## config.mk

```make
export PLATFORM = sky130hd
export DESIGN_NAME = detection_record_line_parser
export DESIGN_NICKNAME = d
export VERILOG_FILES = /design/src/hw/rtl/dlp_pkg.sv /design/src/hw/rtl/detection_record_line_parser.sv /design/src/hw/rtl/dlp_conf_conv.sv /design/src/hw/rtl/dlp_field_parser.sv
export SDC_FILE = /design/constraint.sdc
export NUM_CORES = 2
export LEC_CHECK = 0
export ABC_AREA = 1
export BUFFER_PORTS_ARGS = -buffer_cell sky130_fd_sc_hd__clkbuf_2
export CORE_UTILIZATION = 35
export DETAILED_ROUTE_END_ITERATION = 6
export PLACE_DENSITY = 0.6
export SYNTH_ARGS = -nofsm -noshare
export SYNTH_HDL_FRONTEND = slang
export SYNTH_HIERARCHICAL = 1
export SYNTH_SLANG_ARGS = --single-unit
```

## constraint.sdc

```tcl
create_clock -name clk -period 14 [get_ports clk]
set_clock_uncertainty 0.1 [all_clocks]
set_input_delay 0 -clock clk [delete_from_list [all_inputs] [get_ports clk]]
set_output_delay 0 -clock clk [all_outputs]
set_load 0.005 [all_outputs]
```

## src/hw/rtl/dlp_pkg.sv

```systemverilog
// Shared types, character codes and limits for the detection record line parser.
// Used by dlp_conf_conv, dlp_field_parser and detection_record_line_parser.
package dlp_pkg;

  // Line and field limits
  localparam int LINE_LIMIT          = 64;
  localparam int LEN_W               = $clog2(LINE_LIMIT);
  localparam int MATERIAL_MIN        = 1;
  localparam int MATERIAL_MAX        = 6;
  // The reciprocal table in conf_mult/conf_shift covers up to five fraction digits
  localparam int FRAC_DIGITS_MAX     = 5;
  localparam logic [17:0] ACCUM_CAP  = 18'h3FFFF;
  localparam logic [15:0] CONF_ONE   = 16'd32768;

  // Character codes
  localparam logic [7:0] CH_M     = 8'h4D;
  localparam logic [7:0] CH_COMMA = 8'h2C;
  localparam logic [7:0] CH_NL    = 8'h0A;
  localparam logic [7:0] CH_CR    = 8'h0D;
  localparam logic [7:0] CH_PLUS  = 8'h2B;
  localparam logic [7:0] CH_MINUS = 8'h2D;
  localparam logic [7:0] CH_POINT = 8'h2E;
  localparam logic [7:0] CH_ZERO  = 8'h30;
  localparam logic [7:0] CH_NINE  = 8'h39;

  // Field numbers within a line
  localparam logic [2:0] FLD_TAG      = 3'd0;
  localparam logic [2:0] FLD_MATERIAL = 3'd1;
  localparam logic [2:0] FLD_CX       = 3'd2;
  localparam logic [2:0] FLD_CY       = 3'd3;
  localparam logic [2:0] FLD_CONF     = 3'd4;
  localparam logic [2:0] FLD_CAMERA   = 3'd5;

  // Confidence source codes
  localparam logic [1:0] CONF_SEL_ZERO = 2'd0;
  localparam logic [1:0] CONF_SEL_ONE  = 2'd1;
  localparam logic [1:0] CONF_SEL_FRAC = 2'd2;

  // One finished result
  typedef struct packed {
    logic               record_ok;
    logic               overrun;
    logic [2:0]         material;
    logic signed [15:0] center_x;
    logic signed [15:0] center_y;
    logic [15:0]        confidence_q15;
    logic [7:0]         camera;
    logic [7:0]         line_checksum;
  } dlp_result_t;

  // Fraction conversion request from the parser
  typedef struct packed {
    logic        load;
    logic [16:0] value;
    logic [2:0]  digits;
  } dlp_conv_req_t;

  // ceil(2^(15+S)/10^k), with S large enough that the result is exact for value < 10^k
  function automatic logic [32:0] conf_mult(input logic [2:0] digits);
    logic [32:0] m;
    unique case (digits)
      3'd1:    m = 33'd419431;
      3'd2:    m = 33'd5368710;
      3'd3:    m = 33'd34359739;
      3'd4:    m = 33'd439804652;
      3'd5:    m = 33'd5629499535;
      default: m = 33'd0;
    endcase
    return m;
  endfunction

  // Right shift S that goes with conf_mult
  function automatic logic [5:0] conf_shift(input logic [2:0] digits);
    logic [5:0] s;
    unique case (digits)
      3'd1:    s = 6'd7;
      3'd2:    s = 6'd14;
      3'd3:    s = 6'd20;
      3'd4:    s = 6'd27;
      3'd5:    s = 6'd34;
      default: s = 6'd0;
    endcase
    return s;
  endfunction

endpackage

```

## src/hw/rtl/detection_record_line_parser.sv

```systemverilog
// Detection record line parser: parses "M,material,cx,cy,conf,cam" lines from serial bytes.
// A newline byte goes from the input register through the parse logic into the
// result register, where its result is held.
// Throughput: one byte per cycle; a byte waits in the input register only while
// a finished result is stalled at the output.
// Reset (rst_n low, synchronous) empties both registers and clears the parser's line and number state.
module detection_record_line_parser
  import dlp_pkg::*;
(
  input  logic               clk,
  input  logic               rst_n,
  input  logic               in_valid,
  output logic               in_stall,
  input  logic [7:0]         in_rx_byte,
  output logic               out_valid,
  input  logic               out_stall,
  output logic               out_record_ok,
  output logic               out_overrun,
  output logic [2:0]         out_material,
  output logic signed [15:0] out_center_x,
  output logic signed [15:0] out_center_y,
  output logic [15:0]        out_confidence_q15,
  output logic [7:0]         out_camera,
  output logic [7:0]         out_line_checksum
);

  logic          in_valid_r;
  logic [7:0]    in_byte_r;
  logic          out_valid_r;
  dlp_result_t   out_r;
  logic          advance;
  logic          go;
  logic          res_valid;
  dlp_result_t   res;
  dlp_conv_req_t conv_req;
  logic [15:0]   conf_frac;

  // Pipeline moves when the result register is free or being taken
  assign advance  = !out_valid_r || !out_stall;
  assign go       = in_valid_r && advance;
  assign in_stall = in_valid_r && !advance;

  // Input register
  always_ff @(posedge clk) begin
    if (!rst_n) begin
      in_valid_r <= 1'b0;
    end else if (!in_stall) begin
      in_valid_r <= in_valid;
    end
  end

  always_ff @(posedge clk) begin
    if (in_valid && !in_stall) in_byte_r <= in_rx_byte;
  end

  dlp_field_parser u_parser (
    .clk       (clk),
    .rst_n     (rst_n),
    .go        (go),
    .rx_byte   (in_byte_r),
    .conf_frac (conf_frac),
    .res_valid (res_valid),
    .res       (res),
    .conv_req  (conv_req)
  );

  dlp_conf_conv u_conv (
    .clk      (clk),
    .req      (conv_req),
    .conf_q15 (conf_frac)
  );

  // Result register
  always_ff @(posedge clk) begin
    if (!rst_n) begin
      out_valid_r <= 1'b0;
    end else if (advance) begin
      out_valid_r <= go && res_valid;
    end
  end

  always_ff @(posedge clk) begin
    if (go && res_valid) out_r <= res;
  end

  assign out_valid          = out_valid_r;
  assign out_record_ok      = out_r.record_ok;
  assign out_overrun        = out_r.overrun;
  assign out_material       = out_r.material;
  assign out_center_x       = out_r.center_x;
  assign out_center_y       = out_r.center_y;
  assign out_confidence_q15 = out_r.confidence_q15;
  assign out_camera         = out_r.camera;
  assign out_line_checksum  = out_r.line_checksum;

  // An accepted byte lands in the input register
  a_in_capture: assert property (@(posedge clk) disable iff (!rst_n)
    in_valid && !in_stall |=> in_valid_r)
    else $error("accepted request not captured");

  // Failed or overrun records carry zero fields
  a_bad_zero: assert property (@(posedge clk) disable iff (!rst_n)
    out_valid && !out_record_ok |-> (out_material == '0) && (out_center_x == '0) &&
      (out_center_y == '0) && (out_confidence_q15 == '0) && (out_camera == '0))
    else $error("invalid record with nonzero fields");

  // Good records are in range and never flagged as overrun
  a_ok_range: assert property (@(posedge clk) disable iff (!rst_n)
    out_valid && out_record_ok |-> !out_overrun &&
      (8'(out_material) >= 8'(MATERIAL_MIN)) && (8'(out_material) <= 8'(MATERIAL_MAX)) &&
      (out_confidence_q15 <= CONF_ONE))
    else $error("valid record out of range");

endmodule

```

## src/hw/rtl/dlp_conf_conv.sv

```systemverilog
// Decimal fraction to Q1.15 converter: floor(value * 32768 / 10^digits).
// Reciprocal multiply with a registered product; depends on dlp_pkg.
module dlp_conf_conv
  import dlp_pkg::*;
(
  input  logic          clk,
  input  dlp_conv_req_t req,
  output logic [15:0]   conf_q15
);

  logic [16:0] value_r;
  logic [2:0]  digits_r;
  logic [2:0]  prod_digits_r;
  logic [49:0] prod_r;
  logic [49:0] shifted;

  // Operand capture when the confidence field closes
  always_ff @(posedge clk) begin
    if (req.load) begin
      value_r  <= req.value;
      digits_r <= req.digits;
    end
  end

  // Product stage, runs every cycle off the held operands
  always_ff @(posedge clk) begin
    prod_r        <= 50'(value_r) * 50'(conf_mult(digits_r));
    prod_digits_r <= digits_r;
  end

  // value < 10^digits, so the quotient stays below 32768
  assign shifted  = prod_r >> conf_shift(prod_digits_r);
  assign conf_q15 = shifted[15:0];

endmodule

```

## src/hw/rtl/dlp_field_parser.sv

```systemverilog
// Per-byte line parser: field state, number accumulation, range checks and results.
// Depends on dlp_pkg; takes the converted fraction from dlp_conf_conv.
module dlp_field_parser
  import dlp_pkg::*;
(
  input  logic          clk,
  input  logic          rst_n,
  input  logic          go,
  input  logic [7:0]    rx_byte,
  input  logic [15:0]   conf_frac,
  output logic          res_valid,
  output dlp_result_t   res,
  output dlp_conv_req_t conv_req
);

  localparam logic signed [18:0] V_MAT_MIN = 19'(MATERIAL_MIN);
  localparam logic signed [18:0] V_MAT_MAX = 19'(MATERIAL_MAX);
  localparam logic signed [18:0] V_S16_MIN = -19'sd32768;
  localparam logic signed [18:0] V_S16_MAX = 19'sd32767;
  localparam logic signed [18:0] V_U8_MAX  = 19'sd255;

  // Line and number state
  logic [2:0]       field_r, field_nxt;
  logic [LEN_W-1:0] len_r, len_nxt;
  logic [7:0]       xor_r, xor_nxt;
  logic [17:0]      accum_r, accum_nxt;
  logic             neg_r, neg_nxt;
  logic             sign_r, sign_nxt;
  logic             digit_r, digit_nxt;
  logic             point_r, point_nxt;
  logic [16:0]      frac_r, frac_nxt;
  logic [2:0]       fdig_r, fdig_nxt;
  logic             fnz_r, fnz_nxt;
  logic             bad_r, bad_nxt;
  logic             disc_r, disc_nxt;

  // Values of fields closed so far
  logic [2:0]        mat_r, mat_nxt;
  logic [15:0]       cx_r, cx_nxt;
  logic [15:0]       cy_r, cy_nxt;
  logic [1:0]        csel_r, csel_nxt;

  logic              is_digit;
  logic [3:0]        dval;
  logic [21:0]       accum_ext;
  logic [20:0]       frac_ext;
  logic signed [18:0] num_v;
  logic              close_ok;
  logic [15:0]       conf_val;
  logic              clr_num;
  logic              clr_line;

  assign is_digit  = (rx_byte >= CH_ZERO) && (rx_byte <= CH_NINE);
  assign dval      = rx_byte[3:0];
  assign accum_ext = 22'(accum_r) * 22'd10 + 22'(dval);
  assign frac_ext  = 21'(frac_r) * 21'd10 + 21'(dval);
  assign num_v     = neg_r ? -$signed({1'b0, accum_r}) : $signed({1'b0, accum_r});

  // Field close check for the current field
  always_comb begin
    close_ok = 1'b0;
    if (digit_r) begin
      unique case (field_r)
        FLD_TAG:      close_ok = 1'b1;
        FLD_MATERIAL: close_ok = (num_v >= V_MAT_MIN) && (num_v <= V_MAT_MAX);
        FLD_CX,
        FLD_CY:       close_ok = (num_v >= V_S16_MIN) && (num_v <= V_S16_MAX);
        FLD_CONF:     close_ok = neg_r ? (accum_r == '0) && !fnz_r
                                       : (accum_r == '0) || ((accum_r == 18'd1) && !fnz_r);
        FLD_CAMERA:   close_ok = (num_v >= 19'sd0) && (num_v <= V_U8_MAX);
        default:      close_ok = 1'b0;
      endcase
    end
  end

  // Held confidence value
  always_comb begin
    unique case (csel_r)
      CONF_SEL_ONE:  conf_val = CONF_ONE;
      CONF_SEL_FRAC: conf_val = conf_frac;
      default:       conf_val = '0;
    endcase
  end

  // Next state for one byte
  always_comb begin
    field_nxt = field_r;
    len_nxt   = len_r;
    xor_nxt   = xor_r;
    accum_nxt = accum_r;
    neg_nxt   = neg_r;
    sign_nxt  = sign_r;
    digit_nxt = digit_r;
    point_nxt = point_r;
    frac_nxt  = frac_r;
    fdig_nxt  = fdig_r;
    fnz_nxt   = fnz_r;
    bad_nxt   = bad_r;
    disc_nxt  = disc_r;
    mat_nxt   = mat_r;
    cx_nxt    = cx_r;
    cy_nxt    = cy_r;
    csel_nxt  = csel_r;
    res_valid = 1'b0;
    res       = '0;
    conv_req  = '0;
    clr_num   = 1'b0;
    clr_line  = 1'b0;

    if (go) begin
      priority if (disc_r) begin
        if (rx_byte == CH_NL) begin
          disc_nxt = 1'b0;
          clr_line = 1'b1;
        end
      end else if (rx_byte == CH_CR) begin
        // carriage return is dropped
      end else if (rx_byte == CH_NL) begin
        if (len_r != '0) begin
          res_valid         = 1'b1;
          res.record_ok     = !bad_r && (field_r == FLD_CAMERA) && close_ok;
          res.line_checksum = xor_r;
          if (res.record_ok) begin
            res.material       = mat_r;
            res.center_x       = $signed(cx_r);
            res.center_y       = $signed(cy_r);
            res.confidence_q15 = conf_val;
            res.camera         = num_v[7:0];
          end
          clr_line = 1'b1;
        end
      end else if (len_r >= LEN_W'(LINE_LIMIT - 1)) begin
        // line too long: report and drop up to the next newline
        res_valid         = 1'b1;
        res.overrun       = 1'b1;
        res.line_checksum = xor_r;
        clr_line          = 1'b1;
        disc_nxt          = 1'b1;
      end else begin
        len_nxt = len_r + LEN_W'(1);
        xor_nxt = xor_r ^ rx_byte;
        if (!bad_r) begin
          priority if (rx_byte == CH_COMMA) begin
            if (field_r >= FLD_CAMERA) begin
              bad_nxt = 1'b1;
            end else begin
              if (!close_ok) bad_nxt = 1'b1;
              unique case (field_r)
                FLD_MATERIAL: mat_nxt = num_v[2:0];
                FLD_CX:       cx_nxt  = num_v[15:0];
                FLD_CY:       cy_nxt  = num_v[15:0];
                FLD_CONF: begin
                  conv_req.load   = 1'b1;
                  conv_req.value  = frac_r;
                  conv_req.digits = fdig_r;
                  if (neg_r)                 csel_nxt = CONF_SEL_ZERO;
                  else if (accum_r == '0)    csel_nxt = CONF_SEL_FRAC;
                  else                       csel_nxt = CONF_SEL_ONE;
                end
                default: ;
              endcase
              field_nxt = field_r + 3'd1;
              clr_num   = 1'b1;
            end
          end else if (field_r == FLD_TAG) begin
            if ((rx_byte == CH_M) && !digit_r) digit_nxt = 1'b1;
            else                               bad_nxt   = 1'b1;
          end else if ((rx_byte == CH_PLUS) || (rx_byte == CH_MINUS)) begin
            if (digit_r || sign_r || point_r) begin
              bad_nxt = 1'b1;
            end else begin
              sign_nxt = 1'b1;
              neg_nxt  = (rx_byte == CH_MINUS);
            end
          end else if ((field_r == FLD_CONF) && (rx_byte == CH_POINT)) begin
            if (point_r) bad_nxt   = 1'b1;
            else         point_nxt = 1'b1;
          end else if (is_digit) begin
            digit_nxt = 1'b1;
            if ((field_r == FLD_CONF) && point_r) begin
              if (fdig_r < 3'(FRAC_DIGITS_MAX)) begin
                frac_nxt = frac_ext[16:0];
                fdig_nxt = fdig_r + 3'd1;
              end
              if (dval != 4'd0) fnz_nxt = 1'b1;
            end else begin
              accum_nxt = (accum_ext > 22'(ACCUM_CAP)) ? ACCUM_CAP : accum_ext[17:0];
            end
          end else begin
            bad_nxt = 1'b1;
          end
        end
      end
    end

    // Number and line clears
    if (clr_num || clr_line) begin
      accum_nxt = '0;
      neg_nxt   = 1'b0;
      sign_nxt  = 1'b0;
      digit_nxt = 1'b0;
      point_nxt = 1'b0;
      frac_nxt  = '0;
      fdig_nxt  = '0;
      fnz_nxt   = 1'b0;
    end
    if (clr_line) begin
      field_nxt = FLD_TAG;
      len_nxt   = '0;
      xor_nxt   = '0;
      bad_nxt   = 1'b0;
    end
  end

  // Control state
  always_ff @(posedge clk) begin
    if (!rst_n) begin
      field_r <= FLD_TAG;
      len_r   <= '0;
      xor_r   <= '0;
      accum_r <= '0;
      neg_r   <= 1'b0;
      sign_r  <= 1'b0;
      digit_r <= 1'b0;
      point_r <= 1'b0;
      frac_r  <= '0;
      fdig_r  <= '0;
      fnz_r   <= 1'b0;
      bad_r   <= 1'b0;
      disc_r  <= 1'b0;
    end else begin
      field_r <= field_nxt;
      len_r   <= len_nxt;
      xor_r   <= xor_nxt;
      accum_r <= accum_nxt;
      neg_r   <= neg_nxt;
      sign_r  <= sign_nxt;
      digit_r <= digit_nxt;
      point_r <= point_nxt;
      frac_r  <= frac_nxt;
      fdig_r  <= fdig_nxt;
      fnz_r   <= fnz_nxt;
      bad_r   <= bad_nxt;
      disc_r  <= disc_nxt;
    end
  end

  // Held field values, only read once every field of the line closed cleanly
  always_ff @(posedge clk) begin
    mat_r  <= mat_nxt;
    cx_r   <= cx_nxt;
    cy_r   <= cy_nxt;
    csel_r <= csel_nxt;
  end

endmodule

```

Word level (Yosys, flattened, before mapping)
Index checks and enable logic that the tools add are counted.
{"block": "op_classes", "add_sub_neg": 6, "mul": 3, "n_lt_le_gt_ge": 12, "eq_ne": 28, "shifts": 1, "muxes": 58, "bitwise_logic": 18, "reduce_logical": 52}
{"operator": "$mux 21", "n": 9}
{"operator": "$pmux 33 s5", "n": 1}
{"operator": "$mul 17x33->50", "n": 1}
{"operator": "$shr 50x6->16", "n": 1}
{"operator": "$mux 1", "n": 39}
{"operator": "$reduce_and 9->1", "n": 4}
{"operator": "$eq 8x6->1 const B", "n": 4}
{"operator": "$pmux 16 s2", "n": 1}
{"operator": "$pmux 6 s5", "n": 1}
{"operator": "$reduce_and 13->1", "n": 2}
{"operator": "$mux 8", "n": 3}
{"operator": "$add 22x4->22", "n": 1}
{"operator": "$gt 22x18->1 const B", "n": 1}
{"operator": "$mul 18x3->21 const B", "n": 1}
{"operator": "$reduce_and 10->1", "n": 2}
{"operator": "$ge 19x1->1 const B", "n": 1}
{"operator": "$ge 19x16->1 const B", "n": 1}
{"operator": "$ge 19x2->1 const B", "n": 1}
{"operator": "$le 19x16->1 const B", "n": 1}
{"operator": "$le 19x4->1 const B", "n": 1}
{"operator": "$le 19x9->1 const B", "n": 1}
{"operator": "$mux 19", "n": 1}
{"operator": "$neg 18->19", "n": 1}
{"operator": "$eq 18x1->1 const B", "n": 1}
{"operator": "40 further kinds", "n": 98}
{"block": "word_totals", "register_bits": 251, "output_inout_bits": 71}

Longest topological paths before layout
{"block": "depth", "depth_word": 11, "mapped_depth": 35, "ltp_nobuf": 33}

Hierarchy
Netlist, hierarchy kept.
{"mod": "dlp_conf_conv", "n_inst": 1, "cells_each": 2827, "area_each_um2": 21186.6, "seq_area_each_um2": 1661.6}
{"mod": "dlp_field_parser", "n_inst": 1, "cells_each": 1286, "area_each_um2": 8404.3, "seq_area_each_um2": 2352.3}
{"mod": "detection_record_line_parser", "n_inst": 1, "cells_each": 94, "area_each_um2": 2416.1, "seq_area_each_um2": 2352.3}

Worst setup path after synthesis
Ideal clock, no wire load.
{"block": "synth_path", "kind": "register to register", "start": "register in_byte_r[7]", "end": "register out_r, in the netlist out_camera[0] (enable)", "arrival_ps": 6092, "required_ps": 13319, "path_slack_ps": 7227, "path_stages_with_launch": 11, "synth_period_minus_slack_ps": 6773, "cell_sequence": "edfxtp_1 > nor2_1 > nand2_1 > inv_1 > nand3_2 > a31o_2 > o21ai_1 > nand2_2 > inv_2 > inv_1 > nor3_1"}
{"block": "synth_between", "elab_chain_cells": 6}
{"item": "from (decl)", "line_no": "detection_record_line_parser.sv:28", "source": "logic [7:0] in_byte_r;"}
{"item": "from (signal assigned)", "line_no": "detection_record_line_parser.sv:53", "source": "if (in_valid && !in_stall) in_byte_r <= in_rx_byte;"}
{"item": "$eq 8x4->1", "line_no": "dlp_field_parser.sv:118", "source": "end else if (rx_byte == CH_NL) begin"}
{"item": "$mux 1", "line_no": "dlp_field_parser.sv:118"}
{"item": "$mux 1 (*)", "line_no": "dlp_field_parser.sv:116", "source": "end else if (rx_byte == CH_CR) begin"}
{"item": "$mux 1 (*)", "line_no": "dlp_field_parser.sv:111", "source": "priority if (disc_r) begin"}
{"item": "$mux 1 (*)", "line_no": "dlp_field_parser.sv:110", "source": "if (go) begin"}
{"item": "named net res_valid", "line_no": "detection_record_line_parser.sv:33", "source": "logic res_valid;"}
{"item": "$logic_and 1x1->1 (*)", "line_no": "detection_record_line_parser.sv:83", "source": "if (go && res_valid) out_r <= res;"}
{"item": "to (signal assigned)", "line_no": "detection_record_line_parser.sv:83"}
{"item": "to (decl)", "line_no": "detection_record_line_parser.sv:30", "source": "dlp_result_t out_r;"}
The timed path passes the listed nets; every way through them passes the cells marked *.
A chain may end at the register's enable or synchronous reset.

Worst setup path in the final report
{"block": "layout_path", "start": "register u_conv.digits_r[1]", "end": "register u_conv.prod_r[45]"}
{"block": "layout_between", "elab_chain_cells": 3}
{"item": "from (decl)", "line_no": "dlp_conf_conv.sv:12", "source": "logic [2:0] digits_r;"}
{"item": "from (signal assigned)", "line_no": "dlp_conf_conv.sv:21", "source": "digits_r <= req.digits;"}
{"item": "$eq 3x3->1 (tied with other cells)", "line_no": "dlp_pkg.sv:61", "source": "unique case (digits)"}
{"item": "$pmux 33 s5 (*)", "line_no": "dlp_pkg.sv:61"}
{"item": "$mul 17x33->50 (*)", "line_no": "dlp_conf_conv.sv:27", "source": "prod_r <= 50'(value_r) * 50'(conf_mult(digits_r));"}
{"item": "to (signal assigned)", "line_no": "dlp_conf_conv.sv:27"}
{"item": "to (decl)", "line_no": "dlp_conf_conv.sv:14", "source": "logic [49:0] prod_r;"}
Every way passes the cells marked *; elsewhere a longest branch is shown, timed or not.

==> flow_summary.toml <==
[cells_and_area]
nets = 4919
drive_gt1_frac = 0.0543
layout.cells.non_filler = 5452
fillCellCount = 9519
ff_latch_area_mm2 = 0.00637
layout_common_cells = "nand2_1, inv_1, nor2_1"
multi_input_area_mm2 = 0.0216
area_growth_pct = 8.69
layout.cells.most_common = "nand2_1"
diodes = 0

[timing]
tightest_slew_ns = 1.23
rsz0062_at_grt = "no"
hold_slack_ns = 0.0347
finalSetupTns_ns = 0
setup_viol = 0
fmax_mhz = 108
min_period_ns = 9.24
hold_viol_final = 0
fin_crit_sh = 0.660
slew_viol_final = 0
max_slew_margin = 0.180

[global_routing]
grt_start_max_net_pins = 70
grt_pass1_wl_um = 161000
grt-ovfl-total = 0
grt.total_usage = 0.226
grt_pass1_vias = 27800
antenna_found_initial = 1

[power]
cellLeakagePower_nw = 18.5
vdd_drop_max_v = 0.0000898
power_density_mw_per_mm2 = 47.6
finalPower_mw = 1.66

[die]
pin_count = 83
rows = 110
coreArea_mm2 = 0.0903
die-area_mm2 = 0.0927
start_util = 0.355
die_h_um = 304
chipWidth_um = 304

[setup_path]
cp-end-kind = "flip-flop"
crit_family = "simple AND/OR/NAND/NOR gates"
start_kind = "flip-flop"
arrival_ns = 9.61
max_stage_delay_ns = 0.81
crit_type = "flip-flop to flip-flop"
crit_required_ns = 14.36
cp_num_buf_inv = 8
path_max_fanout = 22
crit_path_frequent_cell = "inv_1"
crit_slowest_cell = "nand2_1"

[hold_path]
min_path_type = "input pin to flip-flop"

[yosys]
ys_seq_area_frac = 0.199
synth-compound-area-share = 0.0539
synth_edf_count = 134
synthCells = 4207
synth_warnings = 6
synth_cell_type_count = 53
avgSynthCellArea_um2 = 7.61
synth_top_family_by_area = "adder cells"
synth-xor-area-share = 0.0156
yosys_most_used_dff = "edfxtp_1"
synthMuxAreaShare = 0
synthAdderAreaFrac = 0.358
synth_nets = 4874
syn_area_mm2 = 0.0320
async_flop_share = 0
yosys.area_share.simple = 0.245
synth-seq-cells = 251

[clock_tree]
cts_buffers = 30
clk_latency_ns = 0.59
clk_pin_slew_ns = 0.06
cts_tree = "built"
cts_buffer_depth = 3
cts-root-buf = "clkbuf_16"
cts_setup_buffers = 0
cts_htree_levels = 1
cts_sinks = 251
cts_resized = 0
holdBufCountCts = 19

[run]
drv_cap = 0

[routing]
first_iter_violations = 2151
final_antenna_net_count = 0
num_vias = 27100
routedWlPerCell_um = 18.9
wl_um = 103000
vias_per_cell = 4.97
dr.pass1.iters = 6
drc = 0

[placement]
port_buffers = 82
dp.cells = 5377
routabilityCongestion = 1.07
dpl.hpwl_um = 85100

[status]
outcome = "finished clean"
[where the power goes]
part	switching, mW	internal (mW)
clock network	0.335	0.520
logic	0.0144	0.00918
registers	0.00517	0.772
[path summary, 6_finish.rpt]
check / start / end / slack (ns) / depth (start not counted)
setup / recovery: u_conv/digits_r[1] / u_conv/prod_r[45] / 4.76 / 28
hold reg to reg: u_conv/digits_r[0] / u_conv/prod_digits_r[0] / 0.31 / 0
hold / removal: in_rx_byte[2] / in_byte_r[2] / 0.03 / 2
setup reg to reg: u_conv/digits_r[1] / u_conv/prod_r[45] / 4.76 / 28
[layout make-up]
cell class,count,share of cell area
inverters,945,0.102
flip-flops and latches,251,0.183
clock buffers,34,0.0226
repair buffers,121,0.0216
clock inverters,22,0.00896
well taps,1176,0.0423
multi-input cells,2903,0.620
[layer usage]
layer | GRT usage | part of all wire | vias to the layer above
li1 | - | - | 12900
met1 | 0.305 | 0.44 | 13200
met2 | 0.376 | 0.46 | 892
met3 | 0.0346 | 0.068 | 161
met4 | 0.0635 | 0.033 | 2
met5 | 0 | 0.00016 | -
[Yosys cell counts, types with 6 or more instances]
master	n	share of area
nand3_2	8	0.0025
inv_2	13	0.0015
buf_4	10	0.0023
nand2_1	962	0.11
nor2_4	8	0.0028
xor2_1	40	0.011
nor3_1	30	0.0047
a21oi_1	186	0.029
o21ai_1	8	0.0013
buf_2	38	0.0059
o21a_1	6	0.0014
nand3b_1	13	0.0030
nor2_1	455	0.053
nor2_2	6	0.0012
xnor2_1	17	0.0047
clkbuf_1	46	0.0054
buf_6	8	0.0028
edfxtp_1	134	0.13
o21ai_0	77	0.012
nand2_2	17	0.0033
inv_1	927	0.11
nand3_1	331	0.052
fa_1	436	0.27
or2_2	10	0.0020
a211oi_1	6	0.0014
nand4_1	23	0.0045
ha_1	219	0.086
dfxtp_1	117	0.073
[kinds of logic after synthesis]
logic type / count (synthesis)
AO/OA/AOI/OAI: 316
XOR/XNOR: 57
adder cells (fa/ha/maj): 655
buffers and inverters: 1053
flip-flops: 251
AND/OR/NAND/NOR: 1875
[registers in the layout (all words and copies together) (netlist names), 2 cells and up]
name and cells:
u_conv/prod_r 50, u_parser/accum_r 18, u_conv/value_r 17, u_parser/frac_r 17, out_center_x 16, out_center_y 16
out_confidence_q15 16, u_parser/cx_r 16, u_parser/cy_r 16, in_byte_r 8, out_camera 8, out_line_checksum 8
u_parser/xor_r 8, u_parser/len_r 6, out_material 3, u_conv/digits_r 3, u_conv/prod_digits_r 3, u_parser/fdig_r 3
u_parser/field_r 3, u_parser/mat_r 3, u_parser/csel_r 2
[per-stage QoR]
step                 util  cell area (um2)  setup WS [ns]
floorplan               -            32000           7.23
global route        0.385            34800           4.36
CTS                 0.385            34800           5.02
global placement    0.371            33500           5.19
finish              0.385            34800           4.76
detailed placement  0.371            33500           5.06
Note: power is estimated with default switching activity, not from simulation.
